### src/design/nrbs_pkg.sv
// Package of the record byte swapper: widths, type codes and helper functions.
// Depends on nothing; used by the controller, datapath and top level.
package nrbs_pkg;

   localparam int MAX_DEPTH = 16;
   localparam int POS_BITS = 32;
   localparam int LVL_BITS = $clog2(MAX_DEPTH + 1);
   localparam int IDX_BITS = $clog2(MAX_DEPTH);

   typedef logic [POS_BITS-1:0] pos_type;
   typedef logic [LVL_BITS-1:0] lvl_type;

   localparam logic [2:0] PH_WAIT = 3'd0;
   localparam logic [2:0] PH_BODY = 3'd1;
   localparam logic [2:0] PH_BANK1 = 3'd2;
   localparam logic [2:0] PH_BANK2 = 3'd3;
   localparam logic [2:0] PH_BANK3 = 3'd4;
   localparam logic [2:0] PH_SEG1 = 3'd5;

   localparam logic [7:0] K_TAGSEG = 8'h0c;
   localparam logic [7:0] K_SEG = 8'h0d;
   localparam logic [7:0] K_BANK = 8'h0e;
   localparam logic [7:0] K_BANK2 = 8'h10;
   localparam logic [7:0] K_SEG2 = 8'h20;
   localparam logic [7:0] K_TAGSEG2 = 8'h40;
   localparam logic [7:0] K_FULL = 8'hff;

   // Controller commands to the datapath.
   typedef struct packed {
      logic load;
      logic step;
      logic pop;
   } cmd_type;

   // Datapath status to the controller.
   typedef struct packed {
      logic top_ends;
      logic has_out;
   } stat_type;

   // Controller states.
   typedef enum logic [3:0] {
      ST_IDLE = 4'b0001,
      ST_POP = 4'b0010,
      ST_STEP = 4'b0100,
      ST_OUT = 4'b1000
   } state_type;

   function automatic logic [15:0] swap16(input logic [15:0] x);
      return {x[7:0], x[15:8]};
   endfunction

   // Zero unknown, one plain, otherwise unit halfwords plus one.
   function automatic logic [2:0] unit_code(input logic [7:0] t);
      logic [2:0] c;
      unique case (t)
         8'h00, 8'h03, 8'h06, 8'h07, 8'h36, 8'h37: c = 3'd1;
         8'h04, 8'h05, 8'h30, 8'h34, 8'h35: c = 3'd2;
         8'h01, 8'h02, 8'h0b, 8'h0f: c = 3'd3;
         8'h08, 8'h09, 8'h0a: c = 3'd5;
         default: c = 3'd0;
      endcase
      return c;
   endfunction

   function automatic logic wide_container(input logic [7:0] t);
      return t >= 8'h10 || t == K_TAGSEG || t == K_SEG || t == K_BANK;
   endfunction

endpackage

### src/design/nrbs_ctrl.sv
// Controller of the record byte swapper: handshake, stack pops, result drain.
// Depends on nrbs_pkg.
module nrbs_ctrl (
   input logic clock,
   input logic reset,
   input logic req_valid,
   output logic req_stall,
   input logic rsp_stall,
   input logic [2:0] out_count,
   input nrbs_pkg::stat_type stat,
   output nrbs_pkg::cmd_type cmd,
   output logic [1:0] out_sel,
   output logic rsp_valid
);

   nrbs_pkg::state_type state_ff, state_in;
   logic [1:0] sel_ff, sel_in;

   assign req_stall = state_ff != nrbs_pkg::ST_IDLE;
   assign rsp_valid = state_ff == nrbs_pkg::ST_OUT;
   assign out_sel = sel_ff;

   // Sequence: accept, pop closed levels, step, then drain the results, if any.
   always_comb begin
      state_in = state_ff;
      sel_in = sel_ff;
      cmd = '0;
      unique case (state_ff)
         nrbs_pkg::ST_IDLE: begin
            if (req_valid) begin
               cmd.load = 1'b1;
               state_in = nrbs_pkg::ST_POP;
            end
         end
         nrbs_pkg::ST_POP: begin
            if (stat.top_ends) begin
               cmd.pop = 1'b1;
            end else begin
               state_in = nrbs_pkg::ST_STEP;
            end
         end
         nrbs_pkg::ST_STEP: begin
            cmd.step = 1'b1;
            sel_in = '0;
            state_in = stat.has_out ? nrbs_pkg::ST_OUT : nrbs_pkg::ST_IDLE;
         end
         nrbs_pkg::ST_OUT: begin
            if (!rsp_stall) begin
               if ({1'b0, sel_ff} + 3'd1 >= out_count) begin
                  state_in = nrbs_pkg::ST_IDLE;
               end else begin
                  sel_in = sel_ff + 2'd1;
               end
            end
         end
         default: state_in = nrbs_pkg::ST_IDLE;
      endcase
   end

   always_ff @(posedge clock) begin
      if (reset) begin
         state_ff <= nrbs_pkg::ST_IDLE;
         sel_ff <= '0;
      end else begin
         state_ff <= state_in;
         sel_ff <= sel_in;
      end
   end

endmodule

### src/design/nrbs_datapath.sv
// Datapath of the record byte swapper: parse state, stack and result buffer.
// Depends on nrbs_pkg.
module nrbs_datapath (
   input logic clock,
   input logic reset,
   input logic [15:0] req_in_half,
   input nrbs_pkg::cmd_type cmd,
   input logic [1:0] out_sel,
   output nrbs_pkg::stat_type stat,
   output logic [2:0] out_count,
   output logic [15:0] rsp_out_half,
   output logic rsp_run_last,
   output logic rsp_event_end,
   output logic rsp_bad_type
);

   localparam nrbs_pkg::pos_type POS_ONE = nrbs_pkg::pos_type'(1);
   localparam nrbs_pkg::pos_type POS_TWO = nrbs_pkg::pos_type'(2);

   nrbs_pkg::pos_type end_mem [nrbs_pkg::MAX_DEPTH];
   logic [7:0] kind_mem [nrbs_pkg::MAX_DEPTH];

   nrbs_pkg::lvl_type level_ff, level_in;
   nrbs_pkg::pos_type pos_ff, pos_in, nha_ff, nha_in, lim_ff, lim_in;
   logic [7:0] kind_ff, kind_in;
   logic [15:0] half_ff, half_in;
   logic [15:0] hold_ff [3];
   logic [15:0] hold_in [3];
   logic [1:0] hcnt_ff, hcnt_in;
   logic [2:0] phase_ff, phase_in;
   logic [15:0] obuf_ff [4];
   logic [15:0] obuf_in [4];
   logic [3:0] obad_ff, obad_in;
   logic [2:0] ocnt_ff, ocnt_in;
   logic oend_ff, oend_in;

   logic push;
   nrbs_pkg::pos_type push_end;
   logic [7:0] push_kind;
   nrbs_pkg::lvl_type top_idx;

   // The accepted beat is captured and held until the step.
   assign half_in = cmd.load ? req_in_half : half_ff;

   // Closed levels are popped only while the body is parsed.
   assign top_idx = level_ff - nrbs_pkg::lvl_type'(1);
   assign stat.top_ends = phase_ff == nrbs_pkg::PH_BODY && level_ff != '0 &&
      end_mem[top_idx[nrbs_pkg::IDX_BITS-1:0]] == pos_ff;
   assign stat.has_out = ocnt_in != '0;

   assign out_count = ocnt_ff;
   assign rsp_out_half = obuf_ff[out_sel];
   assign rsp_bad_type = obad_ff[out_sel];
   assign rsp_run_last = {1'b0, out_sel} + 3'd1 == ocnt_ff;
   assign rsp_event_end = rsp_run_last && oend_ff;

   // Per-item parse step, following the record layout.
   always_comb begin
      logic [15:0] cur;
      nrbs_pkg::pos_type p, ep, e, v8;
      logic [31:0] w;
      logic [7:0] t, parent;
      logic [2:0] code;
      logic cont, child, open;
      logic [1:0] k;
      cur = half_ff;
      p = pos_ff;
      level_in = level_ff;
      pos_in = pos_ff;
      nha_in = nha_ff;
      lim_in = lim_ff;
      kind_in = kind_ff;
      hold_in = hold_ff;
      hcnt_in = hcnt_ff;
      phase_in = phase_ff;
      obuf_in = obuf_ff;
      obad_in = obad_ff;
      ocnt_in = ocnt_ff;
      oend_in = oend_ff;
      push = 1'b0;
      push_end = '0;
      push_kind = '0;
      w = {nrbs_pkg::swap16(hold_ff[0]), nrbs_pkg::swap16(cur)};
      t = '0;
      parent = '0;
      code = '0;
      cont = 1'b0;
      child = 1'b0;
      open = 1'b0;
      ep = '0;
      e = '0;
      v8 = '0;
      k = '0;
      if (cmd.pop) begin
         level_in = level_ff - nrbs_pkg::lvl_type'(1);
      end else if (cmd.step) begin
         ocnt_in = '0;
         obad_in = '0;
         oend_in = 1'b0;
         unique case (phase_ff)
            nrbs_pkg::PH_BODY: begin
               if (p == nha_ff) begin
                  parent = level_ff != '0 ? kind_mem[top_idx[nrbs_pkg::IDX_BITS-1:0]]
                     : 8'h00;
                  hcnt_in = '0;
                  if (parent == nrbs_pkg::K_BANK || parent == nrbs_pkg::K_BANK2) begin
                     hold_in[0] = cur;
                     hcnt_in = 2'd1;
                     phase_in = nrbs_pkg::PH_BANK1;
                  end else if (parent == nrbs_pkg::K_SEG || parent == nrbs_pkg::K_SEG2
                        || parent == nrbs_pkg::K_TAGSEG
                        || parent == nrbs_pkg::K_TAGSEG2) begin
                     hold_in[0] = cur;
                     hcnt_in = 2'd1;
                     kind_in = parent;
                     phase_in = nrbs_pkg::PH_SEG1;
                  end else begin
                     obuf_in[0] = nrbs_pkg::swap16(cur);
                     ocnt_in = 3'd1;
                     if (nrbs_pkg::swap16(cur) == 16'h0000) begin
                        nha_in = p + POS_ONE;
                     end else begin
                        kind_in = parent;
                        v8 = nrbs_pkg::pos_type'(cur[15:8]);
                        nha_in = p + v8 + POS_ONE;
                     end
                  end
               end else begin
                  code = nrbs_pkg::unit_code(kind_ff);
                  if (code == 3'd0 || code == 3'd1) begin
                     obuf_in[0] = cur;
                     obad_in[0] = code == 3'd0;
                     ocnt_in = 3'd1;
                  end else if ({1'b0, hcnt_ff} + 3'd1 >= code - 3'd1) begin
                     // Unit complete: reverse and swap.
                     obuf_in[0] = nrbs_pkg::swap16(cur);
                     for (int i = 0; i < 3; i++) begin
                        k = hcnt_ff - 2'(i) - 2'd1;
                        if (2'(i) < hcnt_ff) obuf_in[i+1] = nrbs_pkg::swap16(hold_ff[k]);
                     end
                     ocnt_in = {1'b0, hcnt_ff} + 3'd1;
                     hcnt_in = '0;
                  end else begin
                     hold_in[hcnt_ff] = cur;
                     hcnt_in = hcnt_ff + 2'd1;
                  end
                  // A region that ends mid-unit flushes plain.
                  if (p + POS_ONE == nha_ff && hcnt_in != '0) begin
                     for (int i = 0; i < 3; i++) begin
                        if (2'(i) < hcnt_in) obuf_in[i] = hold_in[i];
                     end
                     ocnt_in = {1'b0, hcnt_in};
                     hcnt_in = '0;
                  end
               end
            end
            nrbs_pkg::PH_BANK1: begin
               obuf_in[0] = nrbs_pkg::swap16(cur);
               obuf_in[1] = nrbs_pkg::swap16(hold_ff[0]);
               ocnt_in = 3'd2;
               hcnt_in = '0;
               e = p - POS_ONE + nrbs_pkg::pos_type'({w, 1'b0}) + POS_TWO;
               nha_in = e;
               if (p == POS_ONE) lim_in = e;
               phase_in = nrbs_pkg::PH_BANK2;
            end
            nrbs_pkg::PH_BANK2: begin
               hold_in[0] = cur;
               hcnt_in = 2'd1;
               phase_in = nrbs_pkg::PH_BANK3;
            end
            nrbs_pkg::PH_BANK3, nrbs_pkg::PH_SEG1: begin
               obuf_in[0] = nrbs_pkg::swap16(cur);
               obuf_in[1] = nrbs_pkg::swap16(hold_ff[0]);
               ocnt_in = 3'd2;
               open = 1'b1;
               if (phase_ff == nrbs_pkg::PH_BANK3) begin
                  t = w[15:8];
                  ep = nha_ff;
                  child = nrbs_pkg::wide_container(t);
               end else begin
                  ep = p - POS_ONE + nrbs_pkg::pos_type'({w[15:0], 1'b0}) + POS_TWO;
                  if (kind_ff == nrbs_pkg::K_TAGSEG || kind_ff == nrbs_pkg::K_TAGSEG2)
                        begin
                     t = {4'h0, w[19:16]};
                     child = t == nrbs_pkg::K_TAGSEG || t == nrbs_pkg::K_SEG
                        || t == nrbs_pkg::K_BANK;
                  end else begin
                     t = w[23:16];
                     child = nrbs_pkg::wide_container(t);
                  end
               end
            end
            default: begin
               level_in = '0;
               hold_in[0] = cur;
               hcnt_in = 2'd1;
               phase_in = nrbs_pkg::PH_BANK1;
            end
         endcase
         // After a full header, open a child structure if it fits on the stack, else take its body as data.
         if (open) begin
            cont = child && level_ff < nrbs_pkg::lvl_type'(nrbs_pkg::MAX_DEPTH);
            if (child && cont) begin
               push = 1'b1;
               push_end = ep;
               push_kind = t;
               level_in = level_ff + nrbs_pkg::lvl_type'(1);
               nha_in = p + POS_ONE;
            end else begin
               kind_in = child ? nrbs_pkg::K_FULL : t;
               nha_in = ep;
            end
            hcnt_in = '0;
            phase_in = nrbs_pkg::PH_BODY;
         end
         if (phase_ff == nrbs_pkg::PH_BODY || phase_ff == nrbs_pkg::PH_BANK1
               || phase_ff == nrbs_pkg::PH_BANK2 || phase_ff == nrbs_pkg::PH_BANK3
               || phase_ff == nrbs_pkg::PH_SEG1) begin
            pos_in = p + POS_ONE;
            // Event end: flush held halfwords and return to waiting.
            if (pos_in == lim_in) begin
               for (int i = 0; i < 3; i++) begin
                  if (2'(i) < hcnt_in) obuf_in[2'(3'(i) + ocnt_in)] = hold_in[i];
               end
               ocnt_in = ocnt_in + {1'b0, hcnt_in};
               hcnt_in = '0;
               level_in = '0;
               pos_in = '0;
               nha_in = '0;
               kind_in = '0;
               phase_in = nrbs_pkg::PH_WAIT;
               oend_in = 1'b1;
            end
         end else begin
            pos_in = POS_ONE;
         end
      end
   end

   // Stack memory writes.
   always_ff @(posedge clock) begin
      if (push) begin
         end_mem[level_ff[nrbs_pkg::IDX_BITS-1:0]] <= push_end;
         kind_mem[level_ff[nrbs_pkg::IDX_BITS-1:0]] <= push_kind;
      end
   end

   // Parse state registers.
   always_ff @(posedge clock) begin
      if (reset) begin
         level_ff <= '0;
         pos_ff <= '0;
         nha_ff <= '0;
         lim_ff <= '0;
         kind_ff <= '0;
         hcnt_ff <= '0;
         phase_ff <= nrbs_pkg::PH_WAIT;
         ocnt_ff <= '0;
         oend_ff <= 1'b0;
      end else begin
         level_ff <= level_in;
         pos_ff <= pos_in;
         nha_ff <= nha_in;
         lim_ff <= lim_in;
         kind_ff <= kind_in;
         hcnt_ff <= hcnt_in;
         phase_ff <= phase_in;
         ocnt_ff <= ocnt_in;
         oend_ff <= oend_in;
      end
      half_ff <= half_in;
      hold_ff <= hold_in;
      obuf_ff <= obuf_in;
      obad_ff <= obad_in;
   end

endmodule

### src/design/nested_record_byte_swapper.sv
// Top level of the record byte swapper.
// Depends on nrbs_pkg, nrbs_ctrl and nrbs_datapath.
//
// Usage: the req channel takes one 16-bit halfword of an event record per
// beat, in big-endian byte order. The rsp channel returns zero to four
// halfwords per input beat in native order, with run_last on the last one
// of the beat, event_end when that beat closed the event, and bad_type on
// data of an unknown type or of a container that could not be stacked.
// One input beat is accepted, then the controller pops every nesting level
// that closes at the current position (one pop at a time, then one check),
// steps the parser once and drains the results one per cycle while rsp is
// not stalled. Stall on rsp holds the current result and the req channel
// stalls until the beat is fully drained.
// Reset is synchronous: parser waits for an event length word, the stack
// is empty and no result is pending.
module nested_record_byte_swapper (
   input logic clock,
   input logic reset,
   input logic req_valid,
   output logic req_stall,
   input logic [15:0] req_in_half,
   output logic rsp_valid,
   input logic rsp_stall,
   output logic [15:0] rsp_out_half,
   output logic rsp_run_last,
   output logic rsp_event_end,
   output logic rsp_bad_type
);

   nrbs_pkg::cmd_type cmd;
   nrbs_pkg::stat_type stat;
   logic [2:0] out_count;
   logic [1:0] out_sel;

   nrbs_ctrl u_ctrl (
      .clock(clock), .reset(reset), .req_valid(req_valid), .req_stall(req_stall),
      .rsp_stall(rsp_stall), .out_count(out_count), .stat(stat), .cmd(cmd),
      .out_sel(out_sel), .rsp_valid(rsp_valid)
   );

   nrbs_datapath u_dp (
      .clock(clock), .reset(reset), .req_in_half(req_in_half), .cmd(cmd),
      .out_sel(out_sel), .stat(stat), .out_count(out_count),
      .rsp_out_half(rsp_out_half), .rsp_run_last(rsp_run_last),
      .rsp_event_end(rsp_event_end), .rsp_bad_type(rsp_bad_type)
   );

endmodule

### config.mk
export PLATFORM = sky130hd
export DESIGN_NAME = nested_record_byte_swapper
export DESIGN_NICKNAME = d
export VERILOG_FILES = /design/src/design/nrbs_pkg.sv /design/src/design/nrbs_ctrl.sv /design/src/design/nrbs_datapath.sv /design/src/design/nested_record_byte_swapper.sv
export SDC_FILE = /design/constraint.sdc
export NUM_CORES = 2
export LEC_CHECK = 0
export ABC_AREA = 1
export BUFFER_PORTS_ARGS = -buffer_cell sky130_fd_sc_hd__buf_2
export CAP_MARGIN = 20
export CORE_ASPECT_RATIO = 0.6
export CORE_MARGIN = 10
export CORE_UTILIZATION = 35
export DETAILED_ROUTE_END_ITERATION = 8
export SETUP_SLACK_MARGIN = 0.15
export SLEW_MARGIN = 5
export SYNTH_ARGS = -nofsm -noshare
export SYNTH_HDL_FRONTEND = slang
export SYNTH_SLANG_ARGS = --single-unit
### constraint.sdc
create_clock -name clock -period 7.9 [get_ports clock]
set_clock_uncertainty 0.2 [all_clocks]
set_input_delay 0.79 -clock clock [delete_from_list [all_inputs] [get_ports clock]]
set_output_delay 0.79 -clock clock [all_outputs]
set_load 0.02 [all_outputs]
==> Yosys cells after proc, flatten, opt, wreduce, memory -nomap -nowiden <==
Memories as Yosys holds them, arrays and structs flattened. A register that Yosys moved wholly into a read port is not among the register bits.
Cells that the tools add are included.
{ "word_totals": {"reg_bits": 253, "latchBits": 0, "ramBits": 640, "romBits": 192, "elab_cells": 360, "n_memories": 3} }
{ "classes": {"addsub": 22, "mul": 0, "n_div": 0, "n_lt_le_gt_ge": 27, "n_eq_ne": 39, "shifts": 0, "n_mux": 195, "n_bitwise": 11, "n_reduce_logical": 43} }
{ "memory_table": {"columns": ["name", "depth", "word_bits", "read_ports", "rd_ports_with_merged_regs", "wr", "line", "text"], "rows": [
  ["u_dp.end_mem", 16, 32, 1, 0, 1, "nrbs_datapath.sv:20", "nrbs_pkg::pos_type end_mem [nrbs_pkg::MAX_DEPTH];"],
  ["(no name shown)", 64, 3, 1, 1, 0, "nrbs_pkg.sv:56", "unique case (t)"],
  ["u_dp.kind_mem", 16, 8, 1, 0, 1, "nrbs_datapath.sv:21", "logic [7:0] kind_mem [nrbs_pkg::MAX_DEPTH];"]
]} }
{ "ops": {"columns": ["cell", "n"], "rows": [
  ["64-bit 2-to-1 mux", 19],
  ["32-bit 2-to-1 mux", 29],
  ["16-bit 2-to-1 mux", 27],
  ["48-bit 2-to-1 mux", 5],
  ["64-bit bitwise mux", 3],
  ["8-bit 2-to-1 mux", 18],
  ["16-bit binary-select mux with 2-bit select", 4],
  ["16-bit demux with 2-bit select", 4],
  ["32-bit equality test", 4],
  ["32-bit one-hot mux with 2 select lines", 2],
  ["8-bit by 4-bit equality test with 1-bit output, second input constant", 10],
  ["3-bit 2-to-1 mux", 22],
  ["32-bit by 1-bit adder with 32-bit output, second input constant", 2],
  ["32-bit by 2-bit adder with 32-bit output, second input constant", 2],
  ["48-bit bitwise mux", 1],
  ["5-bit 2-to-1 mux", 7],
  ["32-bit by 17-bit adder with 32-bit output", 1],
  ["32-bit adder", 1],
  ["32-bit by 8-bit adder with 32-bit output", 1],
  ["32-bit by 1-bit equality test with 1-bit output, second input constant", 1],
  ["2-bit 2-to-1 mux", 16],
  ["16-bit one-hot mux with 2 select lines", 1],
  ["32-bit by 1-bit subtractor with 32-bit output, second input constant", 1],
  ["3-bit >= comparator, second input constant", 8],
  ["other kinds (56)", 148]
]} }

==> Depth between registers and ports, before layout <==
An unclocked memory read counts as a cell.
{ "depth": {"word_depth": 43, "ltp_mapped": 42, "depth_no_buf": 40} }

==> Modules after synthesis <==
From an unflattened synthesis, not the netlist that was laid out.
{ "unflattened": {"cells_unflattened": 6350, "hier_area_um2": 52471.6} }
{ "by_module_without_submodules": {"columns": ["module", "instances", "cells_each", "area_each_um2", "seq_area_each_um2"], "rows": [
  ["nrbs_datapath", 1, 6282, 52033.7, 25514.5],
  ["nrbs_ctrl", 1, 68, 437.9, 120.1]
]} }

==> Worst setup path after synthesis <==
No wires, ideal clock.
{ "synth_timing": {"path_kind": "register -> register", "from": "register u_dp.pos_ff[1]", "to": "register with a tool-made name", "arrival_ps": 5142, "required_time_ps": 7588, "path_slack_ps": 2445, "stages_incl_launch_ff": 40, "n_path_buf": 2, "period_less_slack_ps": 5455, "path_cell_list": "dfxtp_1 > buf_2 > inv_1 > ha_1 > inv_1 > nor2_1 > nand2_1 > nor2_1 > nand3_1 > nor2_1 > xor2_1 > inv_1 > ha_1 > ha_1 > clkbuf_1 > nand3_1 > nand2_1 > a21boi_0 > [4 not listed] > nand2_1 > nand2_1 > nand3_1 > inv_1 > nor2_1 > nand2_1 > nor2_4 > nand4_4 > nand2_2 > inv_2 > nand3_1 > a21oi_1 > inv_1 > ha_1 > nand3_1 > nand3_1 > nand2_1 > nand2_1"} }
{ "synth_lines": {"columns": ["element", "line", "text"], "rows": [
  ["start: declaration", "nrbs_datapath.sv:24", "nrbs_pkg::pos_type pos_ff, pos_in, nha_ff, nha_in, lim_ff, lim_in;"],
  ["start signal: assignment", "nrbs_datapath.sv:263", "pos_ff <= pos_in;"]
]} }

==> Final worst setup path <==
{ "layout_timing": {"from": "register u_dp.pos_ff[0]", "to": "register u_dp.obuf_ff[16] (netlist name), data pin"} }
{ "layout_between": {"elab_chain_cells": 29, "elab_cells_between_ends": 76, "classes_between": "add/sub (6); order compare (9); eq/ne (4); mux (50); bitwise (3); reduce/logical (4)"} }
{ "layout_lines": {"columns": ["element", "line", "text"], "rows": [
  ["32-bit by 1-bit adder with 32-bit output", "nrbs_datapath.sv:148, nrbs_datapath.sv:220", null],
  ["32-bit equality test", "nrbs_datapath.sv:148", "if (p + POS_ONE == nha_ff && hcnt_in != '0) begin"],
  ["1-bit logical AND", "nrbs_datapath.sv:148", null],
  ["3-bit 2-to-1 mux", "nrbs_datapath.sv:148", null],
  ["3-bit 2-to-1 mux", "nrbs_datapath.sv:102", "if (p == nha_ff) begin"],
  ["3-bit one-hot mux with 2 select lines", "nrbs_datapath.sv:100", "unique case (phase_ff)"],
  ["3-bit 2-to-1 mux", "nrbs_datapath.sv:96", "end else if (cmd.step) begin"],
  ["3-bit 2-to-1 mux", "nrbs_datapath.sv:94", "if (cmd.pop) begin"],
  ["[13 not listed]", null, null],
  ["64-bit 2-to-1 mux", "nrbs_datapath.sv:222", "if (pos_in == lim_in) begin"],
  ["64-bit 2-to-1 mux", "nrbs_datapath.sv:217", "if (phase_ff == nrbs_pkg::PH_BODY || phase_ff == nrbs_pkg::PH_BANK1"],
  ["64-bit 2-to-1 mux", "nrbs_datapath.sv:96", null],
  ["64-bit 2-to-1 mux", "nrbs_datapath.sv:94", null],
  ["64-bit bitwise mux", "nrbs_datapath.sv:224", "if (2'(i) < hcnt_in) obuf_in[2'(3'(i) + ocnt_in)] = hold_in[i];"],
  ["64-bit 2-to-1 mux", "nrbs_datapath.sv:224", null],
  ["64-bit 2-to-1 mux", "nrbs_datapath.sv:222", null],
  ["64-bit 2-to-1 mux (*)", "nrbs_datapath.sv:217", null],
  ["end signal: assignment", "nrbs_datapath.sv:274", "obuf_ff <= obuf_in;"],
  ["end: declaration", "nrbs_datapath.sv:31", "logic [15:0] obuf_ff [4];"]
]} }
Every way passes the cells marked *; elsewhere a longest branch is shown, timed or not. The select of a mux whose other input is x is not followed.
A chain may end at the register's enable or synchronous reset.

==> impl_metrics.tcl <==
set metrics [dict create \
    gp_congestion 1.051 \
    synth_area_leaders "edfxtp_1, nand2_1, nand3_1" \
    ctsLongestPathBuffers 3 \
    cp_common_cell "nand2_1" \
    reg2reg_slack_ns 0.30 \
    grt_max_degree 169 \
    hold_end "u_dp.half_ff[2]" \
    clock_sinks 896 \
    clk_latency_ns 0.74 \
    grt_usage_pct 26.91 \
    ant_nets 0 \
    timing.rr.end "u_dp.obuf_ff[16]" \
    rsz0062_at_grt "false" \
    tightest_slew_ns 1.203 \
    p_leak_nw 23.48 \
    drive_gt1_share_pct 8.559 \
    whs_path_depth 1 \
    finalSetupTns_ns 0 \
    start_kind "flip-flop" \
    power.net_switching_w 0.002575 \
    syn_area_um2 53270 \
    avgSynthCellArea_um2 8.149 \
    die_y_um 322.2 \
    r2r_cells 30 \
    cp_max_fo 13 \
    fin_nets 6606 \
    cap_violations 0 \
    wl_per_cell_um 27.52 \
    grt_antenna_before_repair 13 \
    grt_pass1_vias 44651 \
    cts_tree "done" \
    p_clk_share_pct 46.2 \
    initial_core_util_pct 35.38 \
    hold_path_class "input port to flip-flop" \
    finalCriticalPeriod_ns 7.605 \
    die_area_um2 168700 \
    clk_pin_slew_worst_paths_ns 0.07 \
    p_comb_share_pct 5.1 \
    grt_overflow_total 0 \
    synth_edf_count 769 \
    min_period_over_period_pct 96.26 \
    ys_types 79 \
    wirelength_mm 236.2 \
    yosys.area.top_type_share_pct 43.35 \
    placed_area_um2 56120 \
    dp_hpwl_mm 170.6 \
    final-max-slew-violation-count 0 \
    setup_viol 0 \
    cts_setup_buffers 0 \
    status "complete, no violations" \
    max_slew_margin_pct 18.98 \
    hold_viol 0 \
    fmax_mhz 131.5 \
    area_growth_syn_to_layout_pct 11.69 \
    path_class "flip-flop to flip-flop" \
    num_io_pins 41 \
    finalWorstSetupSlack_ns 0.2954 \
    cp_slowest_stage_delay_ns 0.49 \
    synth_warnings 0 \
    via_per_inst 5.861 \
    swShare_pct 24.59 \
    h-tree-depth 3 \
    synth-seq-cells 896 \
    cts_made_buffers 89 \
    grt_pass1_wl_mm 332.6 \
    peakVddDrop_v 0.0001829 \
    die_w_um 523.6 \
    initialDrtViolationCount 8703 \
    design_area_um2 59500 \
    ys_seq_area_share_pct 48.12 \
    p_int_w 0.007897 \
    cts_root_buf "clkbuf_16" \
    synth_top_flop_cell "edfxtp_1" \
    r2r-start "u_dp.pos_ff[0]" \
    hp-start "req_in_half[2]" \
    synth.most_common_cell "nand2_1" \
    vias 50305 \
    synth_nets 6653 \
    async_reset_ff_share_pct 0 \
    dr.pass1.iters 7 \
    remaining_drc_errors 0 \
    powerDensity_nw_per_um2 176.0 \
    synthCells 6537 \
    slowest_stage "a211oi_1" \
    dp_slack_ns 0.4383 \
    seqPwrFrac_pct 48.7 \
    cp.arrival_ns 7.88 \
    numPortBuffers 40 \
    yosys.area.top_type "edfxtp_1" \
    row_count 110 \
    endpoint_kind "flip-flop" \
    crit_required_ns 8.17 \
    core_um2 150600 \
    synth_common_cells "nand2_1, edfxtp_1, nand3_1" \
]
==> critical path, delay by kind of cell, from the launching register on <==
kind	cells	cell delay [ns]
AOI/OAI and AO/OA	3	0.74
xor gates and xnor gates	1	0.31
adders and majority gates	3	1.05
buffers and inverters	5	0.71
DFF	1	0.48
and+or+nand+nor	18	3.83
==> flip-flops by register name (all words and copies together) (netlist names), 3 cells and up, named ones only <==
name             flops
u_ctrl.state_ff      4
u_dp.end_mem       512
u_dp.half_ff        16
u_dp.hold_ff        48
u_dp.kind_ff         8
u_dp.kind_mem      128
u_dp.level_ff        5
u_dp.lim_ff         32
u_dp.nha_ff         32
u_dp.obuf_ff        64
u_dp.out_count       3
u_dp.phase_ff        3
u_dp.pos_ff         32
==> stage by stage <==
| stage | power, W | hold slack [ns] | cells | utilization, % |
|---|---|---|---|---|
| final | 0.01047 | 0.02984 | 8583 | 39.51 |
| after global routing | 0.01074 | 0.02317 | 8582 | 39.51 |
| after CTS | 0.01049 | 0.0001040 | 8575 | 39.47 |
| after detailed placement | 0.005703 | 0.2519 | 8403 | 37.27 |
| after global placement | 0.005707 | 0.2399 | 8401 | 37.26 |
| after floorplan | 0.005475 | 0.2299 | 6537 | - |
==> metal layers <==
metal / up-vias / share of wire (%) / GRT usage, %
met4: 10 / 1.9 / 5.228
met5: - / 0.033 / 0
met3: 290 / 16 / 10.32
li1: 22455 / - / -
met1: 24235 / 47 / 43.26
met2: 3315 / 35 / 32.63
==> cells by family after synthesis <==
group | Yosys count | synth area share, %
buf+inv | 922 | 7.232
xor+xnor | 125 | 2.147
compound gates | 1355 | 14.99
mux | 16 | 0.3006
fa+ha+maj | 96 | 2.297
simple gates | 3127 | 24.91
flops | 896 | 48.12
==> repair_timing <==
item / CTS / global route
hold endpoints to repair: 5 / 0
hold buffers: 5 / 0
resized for setup: 0 / 3
endpoints found under the setup margin: 0 / 48
==> power groups by stage <==
| stage | registers, W | logic, W | clock network, W |
|---|---|---|---|
| after floorplan | 0.00519 | 0.000286 | 0 |
| after global placement | 0.00520 | 0.000505 | 0 |
| after detailed placement | 0.00520 | 0.000502 | 0 |
| after CTS | 0.00510 | 0.000507 | 0.00488 |
| after global routing | 0.00510 | 0.000566 | 0.00508 |
| final | 0.00510 | 0.000534 | 0.00484 |
==> how the worst max path moves through the flow <==
stage,start,to,slack (ns),depth (start not counted)
3_3_place_gp,u_dp.pos_ff[0],u_dp.obuf_ff[16],0.30,30
2_1_floorplan,u_dp.pos_ff[1],flip-flop,2.45,39
5_1_grt,u_dp.pos_ff[0],flip-flop,0.20,36
6_report,u_dp.pos_ff[0],u_dp.obuf_ff[16],0.30,30
3_5_place_dp,u_dp.pos_ff[0],u_dp.obuf_ff[16],0.44,30
4_1_cts,u_dp.pos_ff[0],u_dp.obuf_ff[16],0.39,30
==> cells in the final DEF, fill, tap and decap left out, types with 42 or more instances in the layout <==
master / n
edfxtp_1: 769
inv_1: 499
xor2_1: 105
a21oi_1: 526
nand4_1: 75
buf_4: 175
dfxtp_1: 125
clkbuf_16: 89
o21ai_1: 48
o211ai_1: 145
nor2_1: 438
ha_1: 92
a221o_1: 42
nand2_1: 1801
nand3_1: 617
o21ai_0: 401
==> area by class of cell <==
| cell class | count | area (µm²) |
|---|---|---|
| Antenna cell | 1 | 2.502 |
| Clock buffer | 96 | 2273 |
| Clock inverter | 71 | 985.9 |
| Timing Repair Buffer | 244 | 2011 |
| Fill cell | 15312 | 91070 |
| Inverter | 540 | 2048 |
| Sequential cell | 896 | 25640 |
| Tap cell | 2016 | 2522 |
| Multi-Input combinational cell | 4719 | 24010 |
(Power assumes the default switching activity.)
